--- config.mk ---
export PLATFORM = sky130hd
export DESIGN_NAME = linear_key_value_table_core
export DESIGN_NICKNAME = d
export VERILOG_FILES = /design/src/design/lkv_pkg.sv /design/src/design/lkv_ram.sv /design/src/design/linear_key_value_table_core.sv
export SDC_FILE = /design/constraint.sdc
export NUM_CORES = 2
export LEC_CHECK = 0
export ABC_AREA = 0
export BUFFER_PORTS_ARGS = -buffer_cell sky130_fd_sc_hd__buf_2
export CORE_MARGIN = 3
export CORE_UTILIZATION = 25
export CTS_CLUSTER_DIAMETER = 120
export DETAILED_ROUTE_END_ITERATION = 10
export PLACE_DENSITY = 0.47
export SLEW_MARGIN = 0
export SYNTH_ARGS = -nofsm -noshare
export SYNTH_HDL_FRONTEND = slang
export SYNTH_SLANG_ARGS = --single-unit
--- constraint.sdc ---
create_clock -name clk -period 24.1 [get_ports clk]
set_clock_uncertainty 0.1 [all_clocks]
set_input_delay 4.82 -clock clk [delete_from_list [all_inputs] [get_ports clk]]
set_output_delay 4.82 -clock clk [all_outputs]
set_load 0.01 [all_outputs]
--- src/design/lkv_pkg.sv ---
// ----------------------------------------------------------------------------
// lkv_pkg - shared types for the linear key/value table
// Request codes and sequencer states.
// ----------------------------------------------------------------------------
`default_nettype none

package lkv_pkg;

	localparam int unsigned KEY_W = 64;
	localparam int unsigned VAL_W = 64;
	localparam int unsigned REQ_W = 2;

	typedef enum logic [REQ_W-1:0] {
		REQ_INSERT = 2'd0,
		REQ_GET    = 2'd1,
		REQ_CLEAR  = 2'd2
	} req_t;

	typedef enum logic [2:0] {
		ST_INIT,
		ST_IDLE,
		ST_SCAN,
		ST_DRAIN,
		ST_CLEAR,
		ST_COMMIT
	} state_t;

endpackage

`default_nettype wire

--- src/design/lkv_ram.sv ---
// ----------------------------------------------------------------------------
// lkv_ram - generic simple dual-port RAM
// One write port, one read port, registered read data.
// ----------------------------------------------------------------------------
`default_nettype none

module lkv_ram #(
	parameter int unsigned WIDTH = 64,
	parameter int unsigned DEPTH = 32
) (
	input  wire logic                     clk,
	input  wire logic                     we,
	input  wire logic [$clog2(DEPTH)-1:0] waddr,
	input  wire logic [WIDTH-1:0]         wdata,
	input  wire logic [$clog2(DEPTH)-1:0] raddr,
	output logic      [WIDTH-1:0]         rdata
);

	logic [WIDTH-1:0] mem_q [DEPTH];

	always_ff @(posedge clk) begin
		if (we) begin
			mem_q[waddr] <= wdata;
		end
		rdata <= mem_q[raddr];
	end

endmodule

`default_nettype wire

--- src/design/linear_key_value_table_core.sv ---
// ----------------------------------------------------------------------------
// linear_key_value_table_core - linear-scan key/value table
// Fixed-capacity table; a zero value marks a slot as empty.
// ----------------------------------------------------------------------------
// Usage:
//   Requests enter on the slave stream (s_*): s_tuser carries the request
//   code (insert, get, clear), s_tdata carries key and value. Every request
//   gives exactly one result word on the master stream (m_*): m_tdata holds
//   the value found by a get (zero otherwise), m_tuser flags a dropped insert
//   on a full table.
//   Insert and get walk all CAPACITY slots through one key compare and one
//   zero detect, one slot per cycle out of the key and value RAMs; no new
//   request is taken until the current one has committed its result.
//   Clear writes zero into every value slot, one per cycle. An unused
//   request code returns an all-zero result.
//   After reset a sweep over every slot zeroes both stores; s_tready stays
//   low until it is done.
//   The result sits in an output register, so the next request is taken
//   while a result still waits. If the receiver stalls, the finished request
//   holds in its commit step until the output register is free.
// ----------------------------------------------------------------------------
`default_nettype none

module linear_key_value_table_core #(
	parameter int unsigned CAPACITY = 32
) (
	input  wire logic         clk,
	input  wire logic         arst_n,
	input  wire logic         s_tvalid,
	output logic              s_tready,
	input  wire logic [127:0] s_tdata,   // [63:0] key, [127:64] value
	input  wire logic [1:0]   s_tuser,   // [1:0] req_type
	output logic              m_tvalid,
	input  wire logic         m_tready,
	output logic      [63:0]  m_tdata,   // [63:0] read_value
	output logic      [0:0]   m_tuser    // [0] table_full
);

	localparam int unsigned AW = $clog2(CAPACITY);
	localparam logic [AW-1:0] LAST_IDX = AW'(CAPACITY - 1);

	lkv_pkg::state_t state_q, state_nx;

	// request word held for the whole scan
	lkv_pkg::req_t              req_q;
	logic [lkv_pkg::KEY_W-1:0]  key_q;
	logic [lkv_pkg::VAL_W-1:0]  value_q;

	// slot counter shared by the scan, the clear sweep and the reset sweep
	logic [AW-1:0] cnt_q;

	// read data from the RAMs belongs to slot rd_idx_q when rd_vld_q is set
	logic          rd_vld_q;
	logic [AW-1:0] rd_idx_q;

	// scan results
	logic                      hit_q;
	logic [AW-1:0]             hit_idx_q;
	logic [lkv_pkg::VAL_W-1:0] hit_val_q;
	logic                      emp_q;
	logic [AW-1:0]             emp_idx_q;

	// RAM ports
	logic                      key_we, val_we;
	logic [AW-1:0]             waddr;
	logic [lkv_pkg::KEY_W-1:0] key_wdata;
	logic [lkv_pkg::VAL_W-1:0] val_wdata;
	logic [lkv_pkg::KEY_W-1:0] key_rdata;
	logic [lkv_pkg::VAL_W-1:0] val_rdata;

	logic in_acc;
	logic out_free;
	logic commit;
	logic key_eq;
	logic val_zero;
	logic ins_new;
	logic ins_full;
	logic last_slot;

	lkv_ram #(
		.WIDTH(lkv_pkg::KEY_W),
		.DEPTH(CAPACITY)
	) u_key_ram (
		.clk  (clk),
		.we   (key_we),
		.waddr(waddr),
		.wdata(key_wdata),
		.raddr(cnt_q),
		.rdata(key_rdata)
	);

	lkv_ram #(
		.WIDTH(lkv_pkg::VAL_W),
		.DEPTH(CAPACITY)
	) u_val_ram (
		.clk  (clk),
		.we   (val_we),
		.waddr(waddr),
		.wdata(val_wdata),
		.raddr(cnt_q),
		.rdata(val_rdata)
	);

	// shared compare unit: one slot per cycle
	assign key_eq   = (key_rdata == key_q);
	assign val_zero = (val_rdata == '0);

	assign in_acc    = s_tvalid && s_tready;
	assign out_free  = !m_tvalid || m_tready;
	assign commit    = (state_q == lkv_pkg::ST_COMMIT) && out_free;
	assign last_slot = (cnt_q == LAST_IDX);

	// insert of an absent key with a nonzero value: needs an empty slot
	assign ins_new  = (req_q == lkv_pkg::REQ_INSERT) && !hit_q && (value_q != '0);
	assign ins_full = ins_new && !emp_q;

	// next state
	always_comb begin
		state_nx = state_q;
		case (state_q)
			lkv_pkg::ST_INIT: begin
				if (last_slot) state_nx = lkv_pkg::ST_IDLE;
			end
			lkv_pkg::ST_IDLE: begin
				if (in_acc) begin
					case (lkv_pkg::req_t'(s_tuser))
						lkv_pkg::REQ_INSERT, lkv_pkg::REQ_GET: state_nx = lkv_pkg::ST_SCAN;
						lkv_pkg::REQ_CLEAR:                    state_nx = lkv_pkg::ST_CLEAR;
						default:                               state_nx = lkv_pkg::ST_COMMIT;
					endcase
				end
			end
			lkv_pkg::ST_SCAN: begin
				if (last_slot) state_nx = lkv_pkg::ST_DRAIN;
			end
			lkv_pkg::ST_DRAIN: begin
				state_nx = lkv_pkg::ST_COMMIT;
			end
			lkv_pkg::ST_CLEAR: begin
				if (last_slot) state_nx = lkv_pkg::ST_COMMIT;
			end
			lkv_pkg::ST_COMMIT: begin
				if (out_free) state_nx = lkv_pkg::ST_IDLE;
			end
			default: begin
				state_nx = lkv_pkg::ST_INIT;
			end
		endcase
	end

	// outputs of the sequencer: handshake and RAM writes
	always_comb begin
		s_tready  = 1'b0;
		key_we    = 1'b0;
		val_we    = 1'b0;
		waddr     = cnt_q;
		key_wdata = '0;
		val_wdata = '0;
		case (state_q)
			lkv_pkg::ST_INIT: begin
				key_we = 1'b1;
				val_we = 1'b1;
			end
			lkv_pkg::ST_IDLE: begin
				s_tready = 1'b1;
			end
			lkv_pkg::ST_CLEAR: begin
				val_we = 1'b1;
			end
			lkv_pkg::ST_COMMIT: begin
				// overwrite the matching slot, or claim the first empty one
				if (req_q == lkv_pkg::REQ_INSERT) begin
					waddr     = hit_q ? hit_idx_q : emp_idx_q;
					key_wdata = key_q;
					val_wdata = value_q;
					key_we    = commit && ins_new && emp_q;
					val_we    = commit && (hit_q || (ins_new && emp_q));
				end
			end
			default: begin
			end
		endcase
	end

	always_ff @(posedge clk or negedge arst_n) begin
		if (!arst_n) begin
			state_q  <= lkv_pkg::ST_INIT;
			cnt_q    <= '0;
			rd_vld_q <= 1'b0;
			m_tvalid <= 1'b0;
		end else begin
			state_q  <= state_nx;
			rd_vld_q <= (state_q == lkv_pkg::ST_SCAN);
			// advance the slot counter through every sweep, rewind it in every other state
			if (state_q == lkv_pkg::ST_INIT || state_q == lkv_pkg::ST_SCAN ||
			    state_q == lkv_pkg::ST_CLEAR) begin
				cnt_q <= last_slot ? '0 : cnt_q + AW'(1);
			end else begin
				cnt_q <= '0;
			end
			if (commit) begin
				m_tvalid <= 1'b1;
			end else if (m_tready) begin
				m_tvalid <= 1'b0;
			end
		end
	end

	// payload and scan bookkeeping
	always_ff @(posedge clk) begin
		rd_idx_q <= cnt_q;
		if (in_acc) begin
			req_q   <= lkv_pkg::req_t'(s_tuser);
			key_q   <= s_tdata[63:0];
			value_q <= s_tdata[127:64];
			hit_q   <= 1'b0;
			emp_q   <= 1'b0;
		end else if (rd_vld_q) begin
			// keep only the first key match and the first empty slot
			if (key_eq && !hit_q) begin
				hit_q     <= 1'b1;
				hit_idx_q <= rd_idx_q;
				hit_val_q <= val_rdata;
			end
			if (val_zero && !emp_q) begin
				emp_q     <= 1'b1;
				emp_idx_q <= rd_idx_q;
			end
		end
		if (commit) begin
			m_tdata    <= (req_q == lkv_pkg::REQ_GET && hit_q) ? hit_val_q : '0;
			m_tuser[0] <= ins_full;
		end
	end

endmodule

`default_nettype wire

# After elaboration in Yosys (flattened, before gate mapping)
# Memories as Yosys holds them, arrays and structs flattened. A register that Yosys moved wholly into a read port is not among the register bits.
# Cells that the tools add are included.
[word_totals]
out_inout_bits = 67
register_bits = 286
memories = 2
inputBits = 134
mem_bits_rw = 4096
[classes]
reduce_logical = 32
add_sub_neg = 1
n_eq_ne = 15
bitwise_logic = 1
n_mux = 27
[mem_list]
columns = ["name", "words", "word_bits", "read_ports", "rd_clocked_by_memory_dff", "write_ports", "line", "rtl"]
rows = [
  ["u_key_ram.mem_q", 32, 64, 1, 1, 1, "lkv_ram.sv:19", "logic [WIDTH-1:0] mem_q [DEPTH];"],
  ["u_val_ram.mem_q", 32, 64, 1, 1, 1, "lkv_ram.sv:19", ""],
]
[op_table]
columns = ["op", "count"]
rows = [
  ["64-bit two-way mux", 4],
  ["64-bit equality test", 1],
  ["64-bit zero test", 1],
  ["64-bit nonzero test", 1],
  ["5-bit two-way mux", 5],
  ["3-bit one-hot mux with 6 select lines", 1],
  ["3-bit two-way mux", 5],
  ["1-bit logical AND", 12],
  ["2-bit != test, second input constant", 5],
  ["1-bit two-way mux", 9],
  ["3-bit by 2-bit equality test with 1-bit output, second input constant", 2],
  ["3-bit equality test, second input constant", 2],
  ["3-bit one-hot mux with 2 select lines", 1],
  ["3-bit AND reduction", 2],
  ["5-bit by 1-bit adder with 5-bit output, second input constant", 1],
  ["5-bit equality test, second input constant", 1],
  ["5-bit AND reduction", 1],
  ["2-bit by 1-bit equality test with 1-bit output, second input constant", 2],
  ["2-bit zero test", 2],
  ["1-bit logical OR", 4],
  ["1-bit one-hot mux with 2 select lines", 2],
  ["2-bit AND reduction", 2],
  ["2-bit OR reduction", 2],
  ["3-bit by 1-bit equality test with 1-bit output, second input constant", 1],
  ["other kinds (5)", 7],
]

# Depth between registers and ports, before layout
[depth]
word_depth = 10
ltp_mapped = 10

# By module
# Synthesis repeated with hierarchy kept, for this count alone.
[hier_totals]
cells_unflattened = 6918
area_unflattened_um2 = 169176.0
[modules_own_cells]
columns = ["module", "cells_per_inst", "area_each_um2", "seq_area_each_um2", "instances"]
rows = [
  ["lkv_ram", 3097, 78964.5, 62780.2, 2],
  ["linear_key_value_table_core", 724, 11247.0, 8468.1, 1],
]

# Least setup slack after synthesis
# OpenSTA, ideal clock, no wires.
[synth_path]
kind = "input port to flip-flop"
start = "in m_tready"
end = "mem u_key_ram.mem_q[24][0], enable pin"
setup_time_ns = 0.565
arrival_time_ns = 12.941
path_slack_ns = 10.494
n_path_buf = 1
cell_stages = 6
cell_sequence = "nor2b_1 -> nor2_1 -> and4b_1 -> a21oi_4 -> buf_6 -> nor3_1"
[synth_via]
elab_chain_cells = 8
[synth_lines]
columns = ["item", "line", "rtl"]
rows = [
  ["start, declared", "linear_key_value_table_core.sv:34", "input wire logic m_tready,"],
  ["1-bit logical OR", "linear_key_value_table_core.sv:109", "assign out_free = !m_tvalid || m_tready;"],
  ["1-bit logical AND", "linear_key_value_table_core.sv:110", "assign commit = (state_q == lkv_pkg::ST_COMMIT) && out_free;"],
  ["via commit", "linear_key_value_table_core.sv:73", "logic commit;"],
  ["1-bit logical AND (2 in series)", "linear_key_value_table_core.sv:176", "key_we = commit && ins_new && emp_q;"],
  ["1-bit two-way mux", "linear_key_value_table_core.sv:172", "if (req_q == lkv_pkg::REQ_INSERT) begin"],
  ["1-bit one-hot mux with 2 select lines", "linear_key_value_table_core.sv:159", "case (state_q)"],
  ["1-bit two-way mux", "lkv_ram.sv:22", "if (we) begin"],
  ["1-bit two-way mux (not written as such)", "lkv_ram.sv:23", "mem_q[waddr] <= wdata;"],
  ["end, declared", "lkv_ram.sv:19", ""],
]
# The timed path passes the listed nets, and every way through them passes these cells.

# Final worst setup path
[layout_path]
start = "in m_tready"
end = "mem u_key_ram.mem_q[26][22], enable pin"
# Same word-level chain as after synthesis.

==> flow_metrics.env <==
export IMPL_dpl_hpwl_um=275000
export IMPL_cts_clk_slew_worst_paths_ns=0.06
export IMPL_cts_setup_buffers=0
export IMPL_io_buffers=200
export IMPL_p_leak_nw=63.8
export IMPL_remaining_drc_errors=0
export IMPL_maxCapViolations=0
export IMPL_drv_slew=0
export IMPL_cp_end_kind="flop"
export IMPL_regArea_um2=134000
export IMPL_die_h_um=827
export IMPL_design_die_area_um2=684000
export IMPL_core_area_um2=672000
export IMPL_synth_fp_nets=7307
export IMPL_p_total_w=0.0204
export IMPL_irDropWorstVdd_uv=82.5
export IMPL_slew_headroom_pct=7.44
export IMPL_postRouteAntennaNets=0
export IMPL_dr_pass1_iters=5
export IMPL_multi_input_area_um2=33100
export IMPL_syn_avg_cell_area_um2=23.5
export IMPL_cts_tree="yes"
export IMPL_viasPerCell=4.59
export IMPL_setup_viol=0
export IMPL_syn_inst=7171
export IMPL_place_ws_ns=15.50
export IMPL_cp_slowest_cell="nor3_2"
export IMPL_async_reset_ff_share_pct=0.222
export IMPL_start_kind="primary input"
export IMPL_synth_warnings=0
export IMPL_ys_top_cells_by_area="edfxtp_1 (78%), mux4_2 (14%), dfxtp_1 (1.6%)"
export IMPL_grt_pass1_vias=79600
export IMPL_synth_edff_count=4365
export IMPL_pwr_density_cell_nw_per_um2=104
export IMPL_rows=301
export IMPL_rsz0062_at_grt="false"
export IMPL_synth_seq_cells=4510
export IMPL_clock_path_buffers=4
export IMPL_cts_sinks=4510
export IMPL_antenna_found_initial=36
export IMPL_worstPathRequired_ns=24.58
export IMPL_die_w_um=827
export IMPL_drive_gt1_share_pct=28.3
export IMPL_finalWirelength_um=462000
export IMPL_synth_largest_area_cell="edfxtp_1"
export IMPL_synth_cell_types=52
export IMPL_synth_top_area_share_pct=77.7
export IMPL_min_period_over_period_pct=31.6
export IMPL_grt_pass1_wl_um=642000
export IMPL_grt_max_degree=121
export IMPL_ys_seq_area_share_pct=79.5
export IMPL_htree_levels=5
export IMPL_start_util_pct=25.1
export IMPL_ctsHoldBuffers=0
export IMPL_cts_root_buf="clkbuf_16"
export IMPL_fmax_mhz=131
export IMPL_grt_util_all_layers_pct=13.1
export IMPL_cts_buffers=440
export IMPL_fin_tns_setup_ns=0
export IMPL_area_growth_syn_to_layout_pct=16.1
export IMPL_hp_class="reg2reg"
export IMPL_fillers=65200
export IMPL_cp_arrival_ns=8.09
export IMPL_gp_congestion=0.765
export IMPL_synth_ff_type="edfxtp_1"
export IMPL_clk_latency_ns=1.02
export IMPL_path_cells="buf_2, nor2b_1, nor2_4, and4b_1, a21oi_4, buf_4, nor3_2, buf_4, buf_4"
export IMPL_crit_type="in2reg"
export IMPL_critical_path_top_cell_by_count="buf_4"
export IMPL_cts_resized_gates=0
export IMPL_critPathMaxFanout=38
export IMPL_netlist_area_um2=169000
export IMPL_status="completed"
export IMPL_fin_crit_ns=7.61
export IMPL_overflow=0
export IMPL_io_pins=201
export IMPL_cpPeakStageDelay_ns=0.92
export IMPL_hold_viol=0
export IMPL_layout_setup_ws_ns=16.49
export IMPL_vias=78100
export IMPL_wire_per_inst_um=27.1
export IMPL_drt_iter0_markers=9048
export IMPL_tightest_slew_ns=1.39
export IMPL_layout_nets=7826
flip-flops by register name, summed over array words and instances, names as in the netlist, 64 cells and up:
| register | cells |
|---|---|
| u_val_ram.mem_q | 2048 |
| value_q | 64 |
| hit_val_q | 64 |
| u_key_ram.mem_q | 2048 |
| u_key_ram.rdata | 64 |
| key_q | 64 |
| m_tdata | 64 |
| u_val_ram.rdata | 64 |
cells in the mapped netlist, types with 2 or more instances:
library cell and number:
nor2b_1 5, ha_1 2, nand3_2 3, o21ai_0 2, nor2_1 14, nor3_1 68
and3_1 2, buf_6 16, a22o_1 128, xor2_1 18, buf_4 73, nand2_1 13
nand3_1 7, clkbuf_1 164, buf_1 52, mux2_2 9, and2_1 196, nor4_1 37
a21oi_1 131, dfrtp_1 10, nand4_1 20, a22oi_1 128, a221oi_1 128, buf_2 86
dfxtp_1 135, a21oi_4 2, xnor2_1 48, nand2b_1 3, nor3b_1 2, mux2i_1 260
mux4_2 1024, edfxtp_1 4365
worst paths after layout:
check / to / from / slack [ns] / cells past startpoint
min reg2reg: hit_idx_q[2]$_DFFE_PP_ / rd_idx_q[2]$_DFF_P_ / 0.33 / 0
max reg2reg: u_key_ram.rdata[26]$_DFF_P_ / cnt_q[0]$_DFF_PN0_ / 17.33 / 9
max: u_key_ram.mem_q[26][22]$_DFFE_PP_ / m_tready / 16.49 / 9
min: hit_idx_q[2]$_DFFE_PP_ / rd_idx_q[2]$_DFF_P_ / 0.33 / 0
min in group asynchronous: rd_vld_q$_DFF_PN0_ / arst_n / 3.64 / 1
max in group asynchronous: cnt_q[0]$_DFF_PN0_ / arst_n / 19.90 / 1
cell usage in the layout, fill, tap and decap left out, types with 128 or more instances in the layout:
cell and instances:
a22o_1 128, mux4_2 1024, a21oi_1 131, and2_1 141
mux2i_1 260, clkbuf_16 446, dfxtp_1 135, a221oi_1 128
buf_2 200, edfxtp_1 4365, buf_4 263, a22oi_1 128
per-stage QoR:
stage	cells	util (%)	hold WS, ns	area [um2]
after floorplan	7171	-	0.245	169000
after detailed placement	16200	27.0	0.315	181000
final	17000	29.1	0.329	196000
after CTS	17000	29.1	0.330	196000
after global routing	17000	29.1	0.336	196000
after global placement	16200	27.0	0.308	181000
layer usage:
metal | up-vias | track usage (%) | routed length [um]
met5 | - | 0 | 40
li1 | 31800 | - | -
met2 | 2815 | 20.4 | 212000
met3 | 505 | 2.39 | 32900
met4 | 6 | 2.47 | 8700
met1 | 43000 | 19.2 | 208000
critical path, delay by kind of cell:
family	cells	cell delay [ns]
buffers and inverters	4	1.51
AND/OR/NAND/NOR	4	1.45
AO/OA/AOI/OAI	1	0.11
power by group:
part,switching (W),internal [W]
sequential,0.000261,0.00906
clock,0.00299,0.00390
combinational,0.00245,0.00170
area by class of cell:
type | instances | share of cell area (%)
multi-input cells | 2269 | 16.9
clock inverters | 236 | 1.20
diodes | 14 | 0.0179
flip-flops and latches | 4510 | 68.5
repair buffers | 468 | 1.57
inverters | 1 | 0.00575
well taps | 8938 | 5.71
clock buffers | 583 | 6.12
logic make-up after synthesis:
kind of cell	Yosys count	share of synthesized area [%]
AOI/OAI and AO/OA	529	2.36
buffers and inverters	392	1.17
muxes	1293	15.3
xor gates and xnor gates	66	0.343
adders and majority gates	2	0.0148
DFF	4510	79.5
and+or+nand+nor	379	1.33
Note: power is estimated with default switching activity, not from simulation.
